File: src/rtl/core/dpd_pkg.sv
// Package for the window-average defective pixel detector.
// Sizes, register map, reset values and shared types; no dependencies.
`default_nettype none

package dpd_pkg;

  localparam int MAX_WIDTH  = 1024;
  localparam int MAX_HEIGHT = 1024;
  localparam int MIN_WIDTH  = 5;

  localparam int COL_W  = $clog2(MAX_WIDTH);
  localparam int ROW_W  = $clog2(MAX_HEIGHT);
  localparam int LW_W   = 11;
  localparam int OUT_W  = 10;
  localparam int IDX_W  = 20;

  localparam int PIX_W     = 32;
  localparam int CH_W      = 8;
  localparam int NUM_CH    = 4;
  localparam int WIN       = 5;
  localparam int NUM_BANKS = 4;
  localparam int SLOT_W    = $clog2(NUM_BANKS);

  localparam int RSUM_W = 11;
  localparam int SUM_W  = 13;

  localparam int PADDR_W = 4;
  localparam int PDATA_W = 32;

  localparam logic [CH_W-1:0] THRESHOLD_RST  = 8'd25;
  localparam logic [LW_W-1:0] LINE_WIDTH_RST = 11'd1024;

  typedef enum logic [1:0] {
    REG_WINDOW_MODE = 2'd0,
    REG_THRESHOLD   = 2'd1,
    REG_LINE_WIDTH  = 2'd2
  } dpd_reg_e;

  typedef struct packed {
    logic             elig;
    logic [ROW_W-1:0] row;
    logic [COL_W-1:0] col;
    logic [IDX_W-1:0] index;
  } dpd_pos_t;

  typedef logic [WIN-1:0][WIN-1:0][CH_W-1:0] dpd_chwin_t;

endpackage

`default_nettype wire

File: src/rtl/core/dpd_window.sv
// 5x5 window registers, shifted left by one column per word.
// Depends on dpd_pkg; fed by dpd_line_store.
`default_nettype none

module dpd_window import dpd_pkg::*; (
  input  logic                             clk_i,
  input  logic                             shift_i,
  input  logic [PIX_W-1:0]                 pixel_i,
  input  logic [SLOT_W-1:0]                row_slot_i,
  input  logic [NUM_BANKS-1:0][PIX_W-1:0]  rd_data_i,
  output dpd_chwin_t [NUM_CH-1:0]          win_o
);

  logic [WIN-1:0][WIN-1:0][PIX_W-1:0] win_q, win_d;
  logic [WIN-1:0][PIX_W-1:0]          column;

  always_comb begin
    column[WIN-1] = pixel_i;
    for (int k = 1; k < WIN; k++) begin
      column[WIN-1-k] = rd_data_i[SLOT_W'(row_slot_i - SLOT_W'(k))];
    end
  end

  always_comb begin
    for (int r = 0; r < WIN; r++) begin
      for (int c = 0; c < WIN-1; c++) begin
        win_d[r][c] = win_q[r][c+1];
      end
      win_d[r][WIN-1] = column[r];
    end
  end

  always_ff @(posedge clk_i) begin
    if (shift_i) begin
      win_q <= win_d;
    end
  end

  always_comb begin
    for (int ch = 0; ch < NUM_CH; ch++) begin
      for (int r = 0; r < WIN; r++) begin
        for (int c = 0; c < WIN; c++) begin
          win_o[ch][r][c] = win_q[r][c][ch*CH_W +: CH_W];
        end
      end
    end
  end

endmodule

`default_nettype wire

File: config.mk
export PLATFORM = sky130hd
export DESIGN_NAME = dpd_window
export DESIGN_NICKNAME = d
export VERILOG_FILES = /design/src/rtl/core/dpd_pkg.sv /design/src/rtl/core/dpd_window.sv
export SDC_FILE = /design/constraint.sdc
export NUM_CORES = 1
export LEC_CHECK = 0
export ABC_AREA = 1
export BUFFER_PORTS_ARGS = -buffer_cell sky130_fd_sc_hd__buf_2
export CAP_MARGIN = 20
export CORE_AREA = 3 3 379 381
export DETAILED_ROUTE_END_ITERATION = 16
export DIE_AREA = 0 0 382 384
export GPL_TIMING_DRIVEN = 0
export PLACE_DENSITY_LB_ADDON = 0.25
export SETUP_SLACK_MARGIN = 0.05
export SLEW_MARGIN = 25
export SYNTH_ARGS = -nofsm -noshare
export SYNTH_HDL_FRONTEND = slang
export SYNTH_SLANG_ARGS = --single-unit
File: constraint.sdc
create_clock -name clk_i -period 1.4 [get_ports clk_i]
set_input_delay 0.35 -clock clk_i [delete_from_list [all_inputs] [get_ports clk_i]]
set_output_delay 0.35 -clock clk_i [all_outputs]
set_load 0.01 [all_outputs]
[Yosys cells after proc, flatten, opt, wreduce, memory -nomap -nowiden]
Index checks and enable logic that the tools add are counted.
Operators by class
  $add $sub $neg: 3
  magnitude comparators: 4
  muxes and demuxes: 8
Operators by type and width (count)
  binary-select mux 32 bit (select 2 bit): 4
  two-way mux 32 bit: 4
  less-than comparator 2 x 3 -> 1 bit, second input constant: 4
  subtractor 2 bit, second input constant: 2
  subtractor 2 x 1 -> 2 bit, second input constant: 1
Word-level totals
  register bits after elaboration: 800
  bits of input ports: 164
  output and inout port bits: 800
  word-level logic and storage cells: 40

[Logic depth before layout (Yosys ltp)]
  depth in word-level cells: 3
  depth in mapped cells: 7
  depth with buffers taken out: 5

[Worst setup path before layout]
Ideal clock, no wire load.
  path type: input to register
  start point: in row_slot_i[0]
  end point: reg win_q, in the netlist win_o[635] (data pin)
  library setup time: 0.253 ns
  arrival: 0.930 ns
  required time: 1.147 ns
  setup slack: 0.216 ns
  stages: 6
  buffers on the path: 2
  cells stage by stage: inv_2 > buf_2 > buf_2 > nand2_1 > nand3_1 > nand2_1
RTL lines
  start, declared: RTL line dpd_window.sv:9  | input logic [SLOT_W-1:0] row_slot_i,
  end signal, assigned: RTL line dpd_window.sv:35  | win_q <= win_d;
  end, declared: RTL line dpd_window.sv:14  | logic [WIN-1:0][WIN-1:0][PIX_W-1:0] win_q, win_d;

[Worst setup path after layout]
  start point: reg win_q, in the netlist win_o[137]
  end point: out win_o[137] in the netlist's numbering
RTL lines
  end, declared: RTL line dpd_window.sv:11  | output dpd_chwin_t [NUM_CH-1:0] win_o
No word-level cell between the ends.

==> reports/results.ini <==
[status]
status = finished, violations left
failed_checks = negative setup slack

[worst_setup_path]
critPathTopFamily = flip-flops
crit_path_max_incr_delay_ns = 0.55
critPathCaptureType = primary output
path_cells = buf_2
worstSetupPathType = flop to primary output
start_kind = flop
arrival_ns = 1.44
cp.required_ns = 1.05
worstPathMaxFanout = 2
cpMaxStageDelayCell = edfxtp_1
cp.buffers_inverters = 1

[sta]
clock.fmax_ghz = 0.558
fin_ws_ns = -0.393
setup_viol = 800
hold_viol_final = 0
drv_slew = 0
slew_headroom_pct = 58.0
finClkSkew_ns = 0.0251
holdWs_ns = 0.0879
final.min_clock_period_ns = 1.79
min_period_over_period_pct = 128
rsz0062_at_grt = yes
tightest_slew_ns = 0.629

[drt]
drc_errors = 0
antenna_left = 0
drt-initial-drc-count = 1363
first_pass_iters = 5
vias = 19100
via_per_inst = 3.78
wl_per_cell_um = 21.1
totalWireLength_mm = 107

[job]
cap_violations = 0

[synth]
synthAdderAreaFrac_pct = 0
synth_edf_count = 800
synthXorXnorAreaFrac_pct = 0
yosysUniqueCellTypes = 9
dominantRegCellSynth = edfxtp_1
yosys.area.top_type = edfxtp_1
synth_top_family_by_area = simple AND/OR/NAND/NOR gates
ys_seq_area_share_pct = 87.0
netlist_top_cells_count = edfxtp_1, nand2_1, inv_1, nand3_1, buf_2
synth-async-reset-ratio_pct = 0
ys_seq_elements = 800
syn_area_per_cell_um2 = 16.3
synth_nets = 1858
synth_top_area_share_pct = 87.0
synth-warning-count = 0
syn-cell-area_um2 = 27600
synth_most_common_cell = edfxtp_1
synthSimpleGateAreaFrac_pct = 10.2
synth_compound_area_share_pct = 0
synth_cells = 1694
synthMuxAreaShare_pct = 0
synth_area_leaders = edfxtp_1, nand2_1, nand3_1, inv_1, buf_2

[floorplanning]
io_pins = 964
die_y_um = 384
row_count = 138
dieArea_um2 = 147000
die_x_um = 382
initial_core_util_pct = 19.6
core_region_area_um2 = 141000

[clock_tree]
worstSkewPairLatency_ns = 0.68
clk_pin_slew_ns = 0.06
htreeDepth = 3
cts_num_sinks = 800
cts_buffers = 89
cts_max_path_buffers = 3
tritoncts = yes
ctsRootBufferMaster = clkbuf_16

[global_routing]
antenna_found_initial = 41
grt_max_degree = 108
track_usage_pct = 13.8
overflow = 0
grt_pass1_wl_mm = 143
grt_pass1_vias = 18700

[place]
hpwl_mm = 79.2
io_buffers = 963
dpl_worst_slack_ns = -1.66
gp_congestion = 0.820

[layout]
fin_nets = 3217
drive_gt1_share_pct = 45.0
largest_register_ffs = 800
final_util_pct = 29.6
syn_to_final_growth_pct = 50.9

[pwr]
ir_worst_vdd_mv = 0.907
finalPower_mw = 59.4
p_per_area_nw_per_um2 = 1420
power.leakage_nw = 17.9

[min_path]
hold_class = input pin to flop

## path summary, 6_finish.rpt
path                                        endpoint                 start  cells past startpoint  slack, ns
worst max-delay path                      win_o[137]  win_o[137]$_DFFE_PP_                      1      -0.39
worst min-delay path            win_o[759]$_DFFE_PP_        rd_data_i[127]                      5       0.09
worst max register to register  win_o[144]$_DFFE_PP_  win_o[152]$_DFFE_PP_                      2       0.39
worst min register to register  win_o[365]$_DFFE_PP_  win_o[373]$_DFFE_PP_                      0       0.42
## layer usage
layer | global-route usage, % | routed length (µm) | vias to the layer above
met2 | 24.5 | 54800 | 846
met4 | 4.34 | 2770 | 18
met5 | 0 | 109 | -
li1 | - | - | 8707
met3 | 4.82 | 9270 | 163
met1 | 15.6 | 39500 | 9336
## where the power goes
part	switching [mW]	internal (mW)
logic	3.76	2.91
clock network	9.77	13.4
registers	0.980	28.6
## through the flow
stage | std cells | cell area, µm² | setup TNS (ns)
after floorplan | 1694 | 27600 | 0
after global placement | 4547 | 34800 | -
after detailed placement | 4554 | 35000 | -702.93
after CTS | 4913 | 40400 | -204.59
after global routing | 5030 | 41700 | -204.92
final | 5042 | 41700 | -128.84
## repair_timing
action                                  in CTS  in global routing
cloned                                       8                  0
gates resized for setup                    191                111
hold buffers                                43                  0
buffers inserted                           143                104
pin swaps                                    0                  0
endpoints found under the hold margin       41                  0
endpoints found under the setup margin    1180                918
## cell usage in the layout (no fill, tap or decap), types with 7 or more instances in the layout
cell / count
dlygate4sd3_1: 43
nand3_1: 128
clkbuf_16: 90
nand2_1: 580
buf_2: 823
clkinv_1: 16
bufinv_16: 8
buf_6: 189
inv_1: 129
edfxtp_1: 800
bufbuf_16: 7
clkinv_2: 17
buf_4: 250
clkbuf_1: 23
diode_2: 25
buf_16: 8
## cell type report
cell class | count | area, µm²
flip-flops and latches | 800 | 24000
repair buffers | 1268 | 8740
inverters | 130 | 488
well taps | 1890 | 2360
multi-input cells | 710 | 2830
diodes | 25 | 62.6
clock inverters | 52 | 549
clock buffers | 113 | 2340
plain buffers | 54 | 283
fillers | 14400 | 99200
## logic make-up after synthesis
| group | Yosys count |
|---|---|
| DFF | 800 |
| buffers and inverters | 184 |
| and+or+nand+nor | 710 |
No activity file was read; power rests on OpenSTA's default activity.
