## src/rtl/core/dpd_pkg.sv

```systemverilog
// Package for the window-average defective pixel detector.
// Sizes, register map, reset values and shared types; no dependencies.
`default_nettype none

package dpd_pkg;

  localparam int MAX_WIDTH  = 1024;
  localparam int MAX_HEIGHT = 1024;
  localparam int MIN_WIDTH  = 5;

  localparam int COL_W  = $clog2(MAX_WIDTH);
  localparam int ROW_W  = $clog2(MAX_HEIGHT);
  localparam int LW_W   = 11;
  localparam int OUT_W  = 10;
  localparam int IDX_W  = 20;

  localparam int PIX_W     = 32;
  localparam int CH_W      = 8;
  localparam int NUM_CH    = 4;
  localparam int WIN       = 5;
  localparam int NUM_BANKS = 4;
  localparam int SLOT_W    = $clog2(NUM_BANKS);

  localparam int RSUM_W = 11;
  localparam int SUM_W  = 13;

  localparam int PADDR_W = 4;
  localparam int PDATA_W = 32;

  localparam logic [CH_W-1:0] THRESHOLD_RST  = 8'd25;
  localparam logic [LW_W-1:0] LINE_WIDTH_RST = 11'd1024;

  typedef enum logic [1:0] {
    REG_WINDOW_MODE = 2'd0,
    REG_THRESHOLD   = 2'd1,
    REG_LINE_WIDTH  = 2'd2
  } dpd_reg_e;

  typedef struct packed {
    logic             elig;
    logic [ROW_W-1:0] row;
    logic [COL_W-1:0] col;
    logic [IDX_W-1:0] index;
  } dpd_pos_t;

  typedef logic [WIN-1:0][WIN-1:0][CH_W-1:0] dpd_chwin_t;

endpackage

`default_nettype wire

```

## src/rtl/core/dpd_merge.sv

```systemverilog
// Merge stage: ORs the lane flags and holds the result word for the receiver.
// Depends on dpd_pkg.
`default_nettype none

module dpd_merge import dpd_pkg::*; (
  input  logic              clk_i,
  input  logic              rst_ni,
  input  logic              valid_i,
  input  dpd_pos_t          pos_i,
  input  logic [NUM_CH-1:0] flags_i,
  input  logic              out_ready_i,
  output logic              out_valid_o,
  output logic [OUT_W-1:0]  defect_row_o,
  output logic [OUT_W-1:0]  defect_col_o,
  output logic [IDX_W-1:0]  defect_index_o,
  output logic              stall_o
);

  logic             hit, load;
  logic             out_valid_d, out_valid_q;
  logic [OUT_W-1:0] row_q, col_q;
  logic [IDX_W-1:0] index_q;

  assign hit     = valid_i && pos_i.elig && (|flags_i);
  assign stall_o = hit && out_valid_q && !out_ready_i;
  assign load    = hit && !stall_o;

  always_comb begin
    if (load) begin
      out_valid_d = 1'b1;
    end else if (out_ready_i) begin
      out_valid_d = 1'b0;
    end else begin
      out_valid_d = out_valid_q;
    end
  end

  always_ff @(posedge clk_i or negedge rst_ni) begin
    if (!rst_ni) begin
      out_valid_q <= 1'b0;
    end else begin
      out_valid_q <= out_valid_d;
    end
  end

  always_ff @(posedge clk_i) begin
    if (load) begin
      row_q   <= OUT_W'(pos_i.row);
      col_q   <= OUT_W'(pos_i.col);
      index_q <= pos_i.index;
    end
  end

  assign out_valid_o    = out_valid_q;
  assign defect_row_o   = row_q;
  assign defect_col_o   = col_q;
  assign defect_index_o = index_q;

endmodule

`default_nettype wire

```

## config.mk

```make
export PLATFORM = sky130hd
export DESIGN_NAME = dpd_merge
export DESIGN_NICKNAME = d
export VERILOG_FILES = /design/src/rtl/core/dpd_pkg.sv /design/src/rtl/core/dpd_merge.sv
export SDC_FILE = /design/constraint.sdc
export NUM_CORES = 1
export LEC_CHECK = 0
export ABC_AREA = 1
export BUFFER_PORTS_ARGS = -buffer_cell sky130_fd_sc_hd__buf_2
export CAP_MARGIN = 20
export CORE_MARGIN = 3
export CORE_UTILIZATION = 28
export DETAILED_ROUTE_END_ITERATION = 8
export PLACE_DENSITY = 0.57
export RECOVER_POWER = 50
export REMOVE_ABC_BUFFERS = 1
export SETUP_SLACK_MARGIN = 0.3
export SYNTH_ARGS = -nofsm -noshare
export SYNTH_HDL_FRONTEND = slang
export SYNTH_SLANG_ARGS = --single-unit
```

## constraint.sdc

```tcl
create_clock -name clk_i -period 5.3 [get_ports clk_i]
set_input_delay 0.795 -clock clk_i [delete_from_list [all_inputs] [get_ports clk_i]]
set_output_delay 0.795 -clock clk_i [all_outputs]
set_load 0.02 [all_outputs]
```

# Yosys cells after proc, flatten, opt, wreduce, memory -nomap -nowiden
# Cells that the tools add are included.
# op_classes
eq_ne,0
n_mux,2
div_mod_pow,0
n_reduce_logical,9
add_sub_neg,0
shift,0
n_lt_le_gt_ge,0
n_bitwise,0
multipliers,0
# ops
op,count
logical AND 1 bit,5
OR reduction 4 bit,1
zero test 1 bit,2
two-way mux 1 bit,2
nonzero test 2 bit,1
# word_totals
ramBits,0
out_inout_bits,42
input_bits,49
mem_bits_ro,0
mem_count,0
reg_bits,41
latch_bits,0

# Depth between registers and ports, before layout
# depth
word_depth,7
ltp_mapped,4
ltp_nobuf,4

# Least setup slack after synthesis
# No wires, ideal clock.
# synth_timing
path_kind,input to register
startpoint,input valid_i
endpoint,register col_q[0] (netlist: defect_col_o[0]) (enable)
n_path_buf,0
slack_ps,2217
cell_stages,4
t_arrival_ps,2645
required_time_ps,4863
setup_ps,437
cell_sequence,nand2_1 > inv_1 > nand2_2 > nor2_1
# synth_between
elab_chain_cells,6
# synth_rtl
item,line_no,source
from (decl),dpd_merge.sv:8,"input logic valid_i,"
logical AND 1 bit * (2 in series),dpd_merge.sv:24,assign hit = valid_i && pos_i.elig && (|flags_i);
logical AND 1 bit (2 in series),dpd_merge.sv:25,assign stall_o = hit && out_valid_q && !out_ready_i;
zero test 1 bit,dpd_merge.sv:26,assign load = hit && !stall_o;
logical AND 1 bit *,dpd_merge.sv:26,
net load,dpd_merge.sv:19,"logic hit, load;"
to (signal assigned),dpd_merge.sv:49,col_q <= OUT_W'(pos_i.col);
to (decl),dpd_merge.sv:21,"logic [OUT_W-1:0] row_q, col_q;"
# The timed path passes the listed nets; every way through them passes the cells marked *.
# A chain may end at the register's enable or synchronous reset.

# Worst setup path in the final report
# layout_timing
startpoint,input flags_i[1]
endpoint,register index_q[1] (netlist: defect_index_o[1]) (enable)
# layout_between
elab_chain_cells,6
# layout_rtl
item,line_no,source
from (decl),dpd_merge.sv:10,"input logic [NUM_CH-1:0] flags_i,"
OR reduction 4 bit *,dpd_merge.sv:24,
logical AND 1 bit *,dpd_merge.sv:24,
logical AND 1 bit (2 in series),dpd_merge.sv:25,
zero test 1 bit,dpd_merge.sv:26,
logical AND 1 bit *,dpd_merge.sv:26,
net load,dpd_merge.sv:19,
to (signal assigned),dpd_merge.sv:50,index_q <= pos_i.index;
to (decl),dpd_merge.sv:22,logic [IDX_W-1:0] index_q;
# Marked as above.

==> summary.txt <==
Power and ir drop
  – Switch Pwr: 0.140 mW
  – Net Sw Frac: 0.193
  – Combinational share of power: 0.083
  – Sequential power share: 0.519
  – P_int: 0.584 mW
  – Clock share of power: 0.398
  – Pleak: 0.840 nW
  – Power Dens Cells: 372 nW/um^2
  – Maximum VDD drop: 180 uV

Critical path
  – CP Capture Type: flip-flop
  – Critical path type: in -> reg
  – CP Launch Point: flags_i[1]
  – Worst EP required: 5290 ps
  – CP top delay family: simple AND/OR/NAND/NOR gates
  – Max stage delay on crit path: 1040 ps
  – CP arrival: 2370 ps
  – WP buf/inv: 2
  – CP max FO: 25
  – Crit Reg-Reg Endpoint: defect_index_o[1]$_DFFE_PP_
  – Slowest cell on crit path: nor2_1
  – CP cell instances: buf_2 -> nor2_1 -> nand2_1 -> nand2_1 -> nor2_1 -> buf_16
  – WP depth: 6
  – Reg2Reg Setup Slack: 3190 ps
  – Reg-to-Reg Start: out_valid_o$_DFFE_PN0P_
  – Worst r2r path cells: 4
  – Crit path launch type: primary input
  – Critical Path End: defect_index_o[1]$_DFFE_PP_

Final layout
  – Fin nets: 200
  – Share of layout cells above drive strength 1: 0.638
  – Non-Filler Instances: 202
  – Area of the multi-input gates: 43.8 sq um
  – Fin util: 0.464
  – Fill cells: 371
  – Area added between synthesis and finish: 51.9%
  – Sequential cell area: 1230 sq um
  – ANT cells: 0

Synth
  – Netlist Area Pre-Place: 1280 sq um
  – Synth warn: 0
  – Post-synth top area share: 0.936
  – Leading area contributor after synthesis: edfxtp_1
  – Synthesized area per cell: 24.2 sq um
  – Synth Instances: 53
  – Top cells by area, synth: edfxtp_1 (94%), dfrtp_1 (1.9%), nand2_1 (0.88%)
  – Seq/Total Area, Yosys: 0.955
  – Flops & latches, synth: 41
  – Unique cell type count in the Yosys netlist: 9

Die
  – IO Pins: 91
  – Row count: 23
  – Core area: 4200 sq um
  – Chip Width: 73.7 microns
  – Initial Utilization: 0.306
  – Die Span Y: 73.7 microns
  – Die area: 5430 sq um

Routing
  – Final Routed Wirelength: 2620 microns
  – Post-route ant nets: 0
  – DRT Pass-1 Iters: 4
  – Post-route DRC: 0
  – Via count: 835
  – DRT iter0 DRCs: 50
  – Wire per inst: 13.0 microns
  – Via-to-Cell Ratio: 4.13

Timing
  – Worst Max-Slew Pin Slew: 1380 ps
  – Tmin final: 2380 ps
  – Final period util: 0.449
  – Clock Skew: 4.61 ps
  – Max-slew violations: 0
  – Finish-stage setup viols: 0
  – Final Hold Vio Count: 0
  – Slew margin rel.: 0.0780
  – Fmax achieved: 420 MHz
  – Final TNS setup: 0 ps
  – Unrepaired setup endpoints after global routing: no

Global route
  – GRT Util Overall: 0.0989
  – Antenna violations before repair: 0
  – First-pass GRT wire length: 3870 microns
  – Vias in the first global route: 890
  – GRT overflow: 0
  – Largest net degree at the start of global routing: 41

Placed design
  – IO Port Bufs: 90
  – Dpl cells: 193
  – GP Congestion: 0.650

Clock network
  – CTS buffer count: 5
  – Clock latency on the worst-skew pair: 290 ps
  – Clock Tree Buf Depth: 2
  – CTS Hold Bufs: 0
  – H-tree depth: 2
  – Reg clk slew, reported paths: 70 ps
  – # clock sinks: 41
  – CTS Root Cell: clkbuf_8
  – Setup Fix Bufs, Post-CTS: 0
  – TritonCTS clock tree: done
  – Post-cts repair resize count: 0

Hold path
  – Worst min path class: in -> async

Outcome
  – Status: finished, final reports clean

Run
  – Max_cap viols: 0
[cells in the final DEF (no fill, tap or decap)]
cell,instances
buf_16,1
clkinv_2,1
nor2_4,1
inv_1,2
inv_2,1
clkbuf_8,5
dfrtp_1,1
nor2_2,1
edfxtp_1,40
nor2_1,3
bufinv_16,2
nand2_1,4
clkbuf_1,5
buf_2,85
[synth_stat cells, drive strengths merged]
cell and n:
nand2 4, nor2 5, dfrtp 1, inv 3, edfxtp 40
[kinds of logic (layout without fill, tap and decap cells)]
group                  after synthesis  in the layout  share of synthesized area
buffers and inverters                3            102                    0.00877
flip-flops                          41             41                      0.955
AND/OR/NAND/NOR                      9              9                     0.0361
[through the flow]
stage                     cell area, sq um  total power [mW]  hold slack (ps)  setup WS [ps]
final                                 1950             0.724              267           2920
after global routing                  1950             0.753              250           2760
after CTS                             1940             0.733              257           3140
after detailed placement              1800             0.443              574           2980
after global placement                1800             0.441              570           3090
after floorplan                       1280             0.411              499           2220
[sequential cells by signal (all words and copies together), names as in the netlist]
name	cells
defect_col_o	10
out_valid_o	1
defect_row_o	10
defect_index_o	20
[final cells by class]
| type | instances | area share |
|---|---|---|
| Inverter | 3 | 0.00578 |
| Tap cell | 50 | 0.0321 |
| Clock inverter | 3 | 0.0334 |
| Sequential cell | 41 | 0.629 |
| Timing Repair Buffer | 91 | 0.242 |
| Clock buffer | 5 | 0.0353 |
| Multi-Input combinational cell | 9 | 0.0225 |
[worst min-delay path by stage]
stage               slack [ps]  cells past startpoint                      end  startpoint
floorplan                  500                      0  out_valid_o$_DFFE_PN0P_      rst_ni
global placement           570                      1  out_valid_o$_DFFE_PN0P_      rst_ni
detailed placement         570                      1  out_valid_o$_DFFE_PN0P_      rst_ni
CTS                        260                      1  out_valid_o$_DFFE_PN0P_      rst_ni
global route               250                      1  out_valid_o$_DFFE_PN0P_      rst_ni
finish                     270                      1  out_valid_o$_DFFE_PN0P_      rst_ni
[per-layer routing]
layer	wire, microns	vias up	share of wire	track usage
met5	0	-	0	0
met4	59	0	0.023	0.0664
met3	381	6	0.15	0.0547
met2	1340	61	0.51	0.165
met1	838	376	0.32	0.0907
li1	-	392	-	-
[power groups by stage]
| stage | Sequential (mW) | Combinational, mW | Clock (mW) |
|---|---|---|---|
| after global placement | 0.383 | 0.0582 | 0 |
| after floorplan | 0.403 | 0.00861 | 0 |
| after detailed placement | 0.384 | 0.0596 | 0 |
| after global routing | 0.378 | 0.0652 | 0.310 |
| final | 0.376 | 0.0600 | 0.288 |
| after CTS | 0.377 | 0.0596 | 0.296 |
Power figures use the tool's default switching activity.
