**config.mk**
```make
export PLATFORM = sky130hd
export DESIGN_NAME = dpd_lane
export DESIGN_NICKNAME = d
export VERILOG_FILES = /design/src/rtl/core/dpd_pkg.sv /design/src/rtl/core/dpd_lane.sv
export SDC_FILE = /design/constraint.sdc
export NUM_CORES = 1
export LEC_CHECK = 0
export BUFFER_PORTS_ARGS = -buffer_cell sky130_fd_sc_hd__buf_2
export CAP_MARGIN = 5
export CORE_MARGIN = 10
export CORE_UTILIZATION = 38
export DETAILED_ROUTE_END_ITERATION = 8
export PLACE_DENSITY_LB_ADDON = 0.1
export SYNTH_ARGS = -nofsm -noshare
export SYNTH_HDL_FRONTEND = slang
export SYNTH_SLANG_ARGS = --single-unit
```
**constraint.sdc**
```tcl
create_clock -name clk_i -period 13.15 [get_ports clk_i]
set_input_delay 1.315 -clock clk_i [delete_from_list [all_inputs] [get_ports clk_i]]
set_output_delay 1.315 -clock clk_i [all_outputs]
set_load 0.05 [all_outputs]
```
**src/rtl/core/dpd_pkg.sv**
```systemverilog
// Package for the window-average defective pixel detector.
// Sizes, register map, reset values and shared types; no dependencies.
`default_nettype none

package dpd_pkg;

  localparam int MAX_WIDTH  = 1024;
  localparam int MAX_HEIGHT = 1024;
  localparam int MIN_WIDTH  = 5;

  localparam int COL_W  = $clog2(MAX_WIDTH);
  localparam int ROW_W  = $clog2(MAX_HEIGHT);
  localparam int LW_W   = 11;
  localparam int OUT_W  = 10;
  localparam int IDX_W  = 20;

  localparam int PIX_W     = 32;
  localparam int CH_W      = 8;
  localparam int NUM_CH    = 4;
  localparam int WIN       = 5;
  localparam int NUM_BANKS = 4;
  localparam int SLOT_W    = $clog2(NUM_BANKS);

  localparam int RSUM_W = 11;
  localparam int SUM_W  = 13;

  localparam int PADDR_W = 4;
  localparam int PDATA_W = 32;

  localparam logic [CH_W-1:0] THRESHOLD_RST  = 8'd25;
  localparam logic [LW_W-1:0] LINE_WIDTH_RST = 11'd1024;

  typedef enum logic [1:0] {
    REG_WINDOW_MODE = 2'd0,
    REG_THRESHOLD   = 2'd1,
    REG_LINE_WIDTH  = 2'd2
  } dpd_reg_e;

  typedef struct packed {
    logic             elig;
    logic [ROW_W-1:0] row;
    logic [COL_W-1:0] col;
    logic [IDX_W-1:0] index;
  } dpd_pos_t;

  typedef logic [WIN-1:0][WIN-1:0][CH_W-1:0] dpd_chwin_t;

endpackage

`default_nettype wire

```
**src/rtl/core/dpd_lane.sv**
```systemverilog
// One channel lane: masked neighbour sum against N times centre, two stages.
// Depends on dpd_pkg.
`default_nettype none

module dpd_lane import dpd_pkg::*; (
  input  logic            clk_i,
  input  logic            en_i,
  input  logic            mode_i,
  input  logic [CH_W-1:0] threshold_i,
  input  dpd_chwin_t      win_i,
  output logic            flag_o
);

  logic [WIN-1:0][RSUM_W-1:0] rsum_d, rsum_q;
  logic [CH_W-1:0]            centre_d, centre_q;
  logic [SUM_W-1:0]           total, scaled, limit, diff;
  logic                       flag_d, flag_q;

  // stage A: per-row sums, centre excluded
  always_comb begin
    for (int r = 0; r < WIN; r++) begin
      rsum_d[r] = '0;
      for (int c = 0; c < WIN; c++) begin
        if (mode_i) begin
          if (!(r == 2 && c == 2)) rsum_d[r] = rsum_d[r] + RSUM_W'(win_i[r][c]);
        end else begin
          if (r >= 2 && c >= 2 && !(r == 3 && c == 3)) begin
            rsum_d[r] = rsum_d[r] + RSUM_W'(win_i[r][c]);
          end
        end
      end
    end
    centre_d = mode_i ? win_i[2][2] : win_i[3][3];
  end

  // stage B: |sum - N*centre| > N*threshold
  always_comb begin
    total = '0;
    for (int r = 0; r < WIN; r++) begin
      total = total + SUM_W'(rsum_q[r]);
    end
    if (mode_i) begin
      scaled = (SUM_W'(centre_q) << 4) + (SUM_W'(centre_q) << 3);
      limit  = (SUM_W'(threshold_i) << 4) + (SUM_W'(threshold_i) << 3);
    end else begin
      scaled = SUM_W'(centre_q) << 3;
      limit  = SUM_W'(threshold_i) << 3;
    end
    diff   = (total >= scaled) ? (total - scaled) : (scaled - total);
    flag_d = diff > limit;
  end

  always_ff @(posedge clk_i) begin
    if (en_i) begin
      rsum_q   <= rsum_d;
      centre_q <= centre_d;
      flag_q   <= flag_d;
    end
  end

  assign flag_o = flag_q;

endmodule

`default_nettype wire

```
# Word-level counts from Yosys, hierarchy flattened
# Cells that the tools add are included.
[word_totals]
output_inout_bits = 1
elab_cells = 59
regBits = 64
inputBits = 211
[op_classes]
muxes = 22
order_cmp = 2
n_addsub = 28
[ops]
columns = ["cell", "count"]
rows = [
  ["$add 11x8->11", 20],
  ["$mux 11", 13],
  ["$mux 8", 6],
  ["$add 12x11->13", 3],
  ["$mux 13", 3],
  ["$add 13x11->13", 2],
  ["$sub 13x13->13", 2],
  ["$ge 13x13->1", 1],
  ["$gt 13x13->1", 1],
  ["$add 11x11->12", 1],
]

# Depth between registers and ports, before layout
[depth]
ltp_word = 9
depth_mapped = 33
depth_no_buf = 31

# Least setup slack after synthesis
# Ideal clock, no wire load.
[synth_timing]
path_kind = "register to register"
start = "reg rsum_q[12] (netlist bit)"
end = "reg flag_q, in the netlist flag_o (data pin)"
synth_period_minus_slack_ps = 6970
required_ps = 12894
n_path_buf = 0
setup_time_ps = 256
stages_incl_launch_ff = 31
path_slack_ps = 6180
t_arrival_ps = 6714
cell_sequence = "edfxtp_1 > inv_1 > fa_1 > fa_1 > fa_1 > inv_1 > ha_1 > inv_1 > fa_1 > nor2b_1 > o21ai_0 > a21boi_0 > o21ai_0 > a21oi_1 > o21ai_0 > mux2i_1 > or2_2 > ha_1 > and4_4 > o211ai_2 > a41oi_4 > mux2_1 > a311o_1 > a21boi_1 > o21bai_1 > xor2_1 > ha_1 > a21o_1 > a211oi_1 > o21ai_0 > o211a_1"
[synth_via]
elab_chain_cells = 7
elab_cells_between_ends = 9
classes_between = "add/sub: 6; order compare: 2; mux: 1"
[synth_rtl]
columns = ["element", "line", "source"]
rows = [
  ["start: declaration", "dpd_lane.sv:14", "logic [WIN-1:0][RSUM_W-1:0] rsum_d, rsum_q;"],
  ["start signal: assignment", "dpd_lane.sv:55", "rsum_q <= rsum_d;"],
  ["$add 11x11->12 *", "dpd_lane.sv:40", "total = total + SUM_W'(rsum_q[r]);"],
  ["$add 12x11->13 *", "dpd_lane.sv:40", ""],
  ["$add 13x11->13 * (2 in a row)", "dpd_lane.sv:40", ""],
  ["$sub 13x13->13 or $ge 13x13->1 (tied branches)", "dpd_lane.sv:49", "diff = (total >= scaled) ? (total - scaled) : (scaled - total);"],
  ["$mux 13 *", "dpd_lane.sv:49", ""],
  ["$gt 13x13->1 *", "dpd_lane.sv:50", "flag_d = diff > limit;"],
  ["net flag_d", "dpd_lane.sv:17", "logic flag_d, flag_q;"],
  ["end signal: assignment", "dpd_lane.sv:57", "flag_q <= flag_d;"],
  ["end: declaration", "dpd_lane.sv:17", ""],
]
# Mark *: on every way through the listed nets, which the timed path passes. The rest lies on a longest branch.
# A chain may end at the register's enable or synchronous reset.

# Final worst setup path
# Same ends and word-level chain as after synthesis.

==> flow_summary.ini <==
[outcome]
outcome = finished, final reports clean

[grt]
grt_pass1_wl_um = 50500
track_usage = 0.156
grt_max_degree = 65
grt_pass1_vias = 10313
grt-ovfl-total = 0
antenna_found_initial = 7

[place]
dp.cells = 2051
io_buffer_count = 211
post_dp_cell_area_um2 = 13800
hpwl_um = 26900
place_congestion = 0.832

[sta]
hold_viol = 0
fin_crit_ns = 7.66
period_share = 0.582
maxSlewViolCount = 0
fmax_mhz = 131
rsz0062_at_grt = no
slew_headroom = 0.427
setup_viol = 0
fin_setup_tns_ns = 0
fin_skew_ns = 0.0121
worst_slew_pin_slew_ns = 0.854

[worst_hold_path]
min_from = rsum_q[44]$_DFFE_PP_
timing.hold.worst_path_depth = 6
min_to = flag_o$_DFFE_PP_
hold_path_class = reg2reg

[cts]
cts_tree = done
cts_setup_buffers = 0
post_cts_resized = 0
clk_pin_slew_ns = 0.07
clock_sinks = 64
clk_root_buffer_cell = clkbuf_16
ctsHoldBuffers = 0
cts_buffer_depth = 2
htree_levels = 3
clk_latency_ns = 0.34
numCtsBuffers = 9

[synthesis]
synthCells = 1459
syn_nets = 1942
async_reset_ff_frac = 0
netlist-cell-type-count = 66
ys_ff_latch = 64
yosys_warnings = 0
seq_area_frac_synth = 0.156
synthesis.area_um2 = 12300
synth_edf_count = 64
synth_flop_cell = edfxtp_1
synth_area_per_cell_um2 = 8.43

[layout]
design_area_um2 = 14100
layout.cells.non_filler = 2070
drive_gt1_frac = 0.161
multiInputGateArea_um2 = 9410
layout_common_cells = inv_1, buf_2, ha_1
final_common_cell = inv_1
nNetsFinal = 2143
fillers = 3280
register_area_um2 = 1920
syn_to_final_growth_pct = 14.6

[flow_run]
drv_cap = 0

[die]
boundaryPins = 212
die_area_um2 = 40000
std_cell_rows = 65
initial_core_util = 0.388
die_x_um = 200
die_h_um = 200
fp.coreArea_um2 = 31700

[worst_setup_path]
r2r_setup_slack_ns = 5.49
reg2reg_from = rsum_q[12]$_DFFE_PP_
crit_required_ns = 13.25
r2r_end = flag_o$_DFFE_PP_
cp_slowest_stage_delay_ns = 0.54
arrival_ns = 7.76
reg2reg_depth = 30
crit_path_end_kind = register
startpoint_type = register
path_max_fanout = 15
path_class = reg2reg
cpMaxStageDelayCell = fa_1

[routing]
drtPass1Iterations = 4
ant_nets = 0
wl_um = 30900
wl_per_cell_um = 14.9
routed_via_density = 4.95
drc = 0
vias = 10242
initialDrtViolationCount = 346
==> cells in the mapped netlist, types with 2 or more instances <==
| library cell | instances | area share |
|---|---|---|
| nor2_1 | 120 | 0.037 |
| edfxtp_1 | 64 | 0.16 |
| o2111ai_1 | 3 | 0.0021 |
| inv_1 | 231 | 0.070 |
| nand2_1 | 68 | 0.021 |
| nand2b_1 | 16 | 0.0081 |
| nand4_1 | 3 | 0.0015 |
| nand3_1 | 11 | 0.0045 |
| o21bai_1 | 27 | 0.016 |
| ha_1 | 197 | 0.20 |
| nor3_1 | 29 | 0.012 |
| mux2i_1 | 13 | 0.011 |
| nand3b_1 | 2 | 0.0012 |
| a21o_1 | 60 | 0.037 |
| xnor2_1 | 67 | 0.048 |
| and2_1 | 58 | 0.029 |
| a22oi_1 | 3 | 0.0018 |
| o21a_1 | 16 | 0.0098 |
| a211oi_1 | 26 | 0.016 |
| a31o_2 | 2 | 0.0014 |
| mux2_2 | 18 | 0.016 |
| o31a_1 | 4 | 0.0028 |
| buf_1 | 2 | 0.00061 |
| o211ai_1 | 6 | 0.0037 |
| fa_1 | 75 | 0.12 |
| and3_1 | 7 | 0.0036 |
| or2_2 | 5 | 0.0025 |
| a211o_1 | 3 | 0.0021 |
| nor3b_1 | 2 | 0.0012 |
| or3_1 | 10 | 0.0051 |
| nor4_1 | 2 | 0.0010 |
| a21boi_0 | 4 | 0.0024 |
| xor2_1 | 44 | 0.031 |
| a21oi_1 | 99 | 0.040 |
| nor2b_1 | 28 | 0.014 |
| clkbuf_1 | 21 | 0.0064 |
| buf_2 | 3 | 0.0012 |
| o21ai_0 | 78 | 0.032 |
| o31ai_1 | 4 | 0.0024 |
| o211a_1 | 2 | 0.0016 |
==> how the worst max path moves through the flow <==
stage	startpoint	end	depth (start not counted)
2_1_floorplan	rsum_q[12]$_DFFE_PP_	flag_o$_DFFE_PP_	30
3_3_place_gp	rsum_q[12]$_DFFE_PP_	flag_o$_DFFE_PP_	30
3_5_place_dp	rsum_q[12]$_DFFE_PP_	flag_o$_DFFE_PP_	30
4_1_cts	rsum_q[12]$_DFFE_PP_	flag_o$_DFFE_PP_	30
5_1_grt	rsum_q[12]$_DFFE_PP_	flag_o$_DFFE_PP_	30
6_report	rsum_q[12]$_DFFE_PP_	flag_o$_DFFE_PP_	30
==> metrics by stage <==
| stage | hold WS (ns) | utilization | setup slack, ns |
|---|---|---|---|
| 2_1_floorplan | 0.857 | - | 6.18 |
| 3_3_place_gp | 1.09 | 0.435 | 5.63 |
| 3_5_place_dp | 1.07 | 0.435 | 5.52 |
| 4_1_cts | 1.10 | 0.444 | 5.48 |
| 5_1_grt | 1.20 | 0.444 | 4.95 |
| 6_report | 1.11 | 0.444 | 5.49 |
==> state kept, by name, indices dropped and copies added (netlist names) <==
register and cells:
rsum_q 55, centre_q 8, flag_o 1
==> critical path, delay by kind of cell (launching register included) <==
family / cells / cell delay [ns]
flops: 1 / 0.37
mux: 2 / 0.56
xor+xnor: 1 / 0.15
fa+ha+maj: 7 / 2.69
compound gates: 14 / 2.73
buf+inv: 3 / 0.22
simple gates: 3 / 0.71
==> kinds of logic after synthesis <==
group	share of synthesized area
other	0.000305
multiplexers	0.0280
AO/OA/AOI/OAI	0.186
AND/OR/NAND/NOR	0.147
buffers and inverters	0.0787
XOR/XNOR	0.0809
adder cells (fa/ha/maj)	0.322
flip-flops	0.156
==> per-layer routing <==
metal | routed length (um) | track usage | part of all wire | vias to the layer above
li1 | - | - | - | 5379
met1 | 14400 | 0.200 | 0.47 | 4702
met2 | 14900 | 0.270 | 0.48 | 133
met3 | 1280 | 0.0320 | 0.041 | 20
met4 | 202 | 0.0185 | 0.0065 | 8
met5 | 39 | 0 | 0.0013 | -
==> area by class of cell <==
cell class | count | share of cell area
antenna | 3 | 0.000533
clock inverter | 7 | 0.00444
multi-input combinational | 1138 | 0.668
inverter | 231 | 0.0615
timing repair buffer | 216 | 0.0778
tap | 402 | 0.0357
clock buffer | 9 | 0.0160
sequential | 64 | 0.136
Power is not shown: default switching activity piles up to over one toggle a cycle in this logic, so the estimate is an artifact.
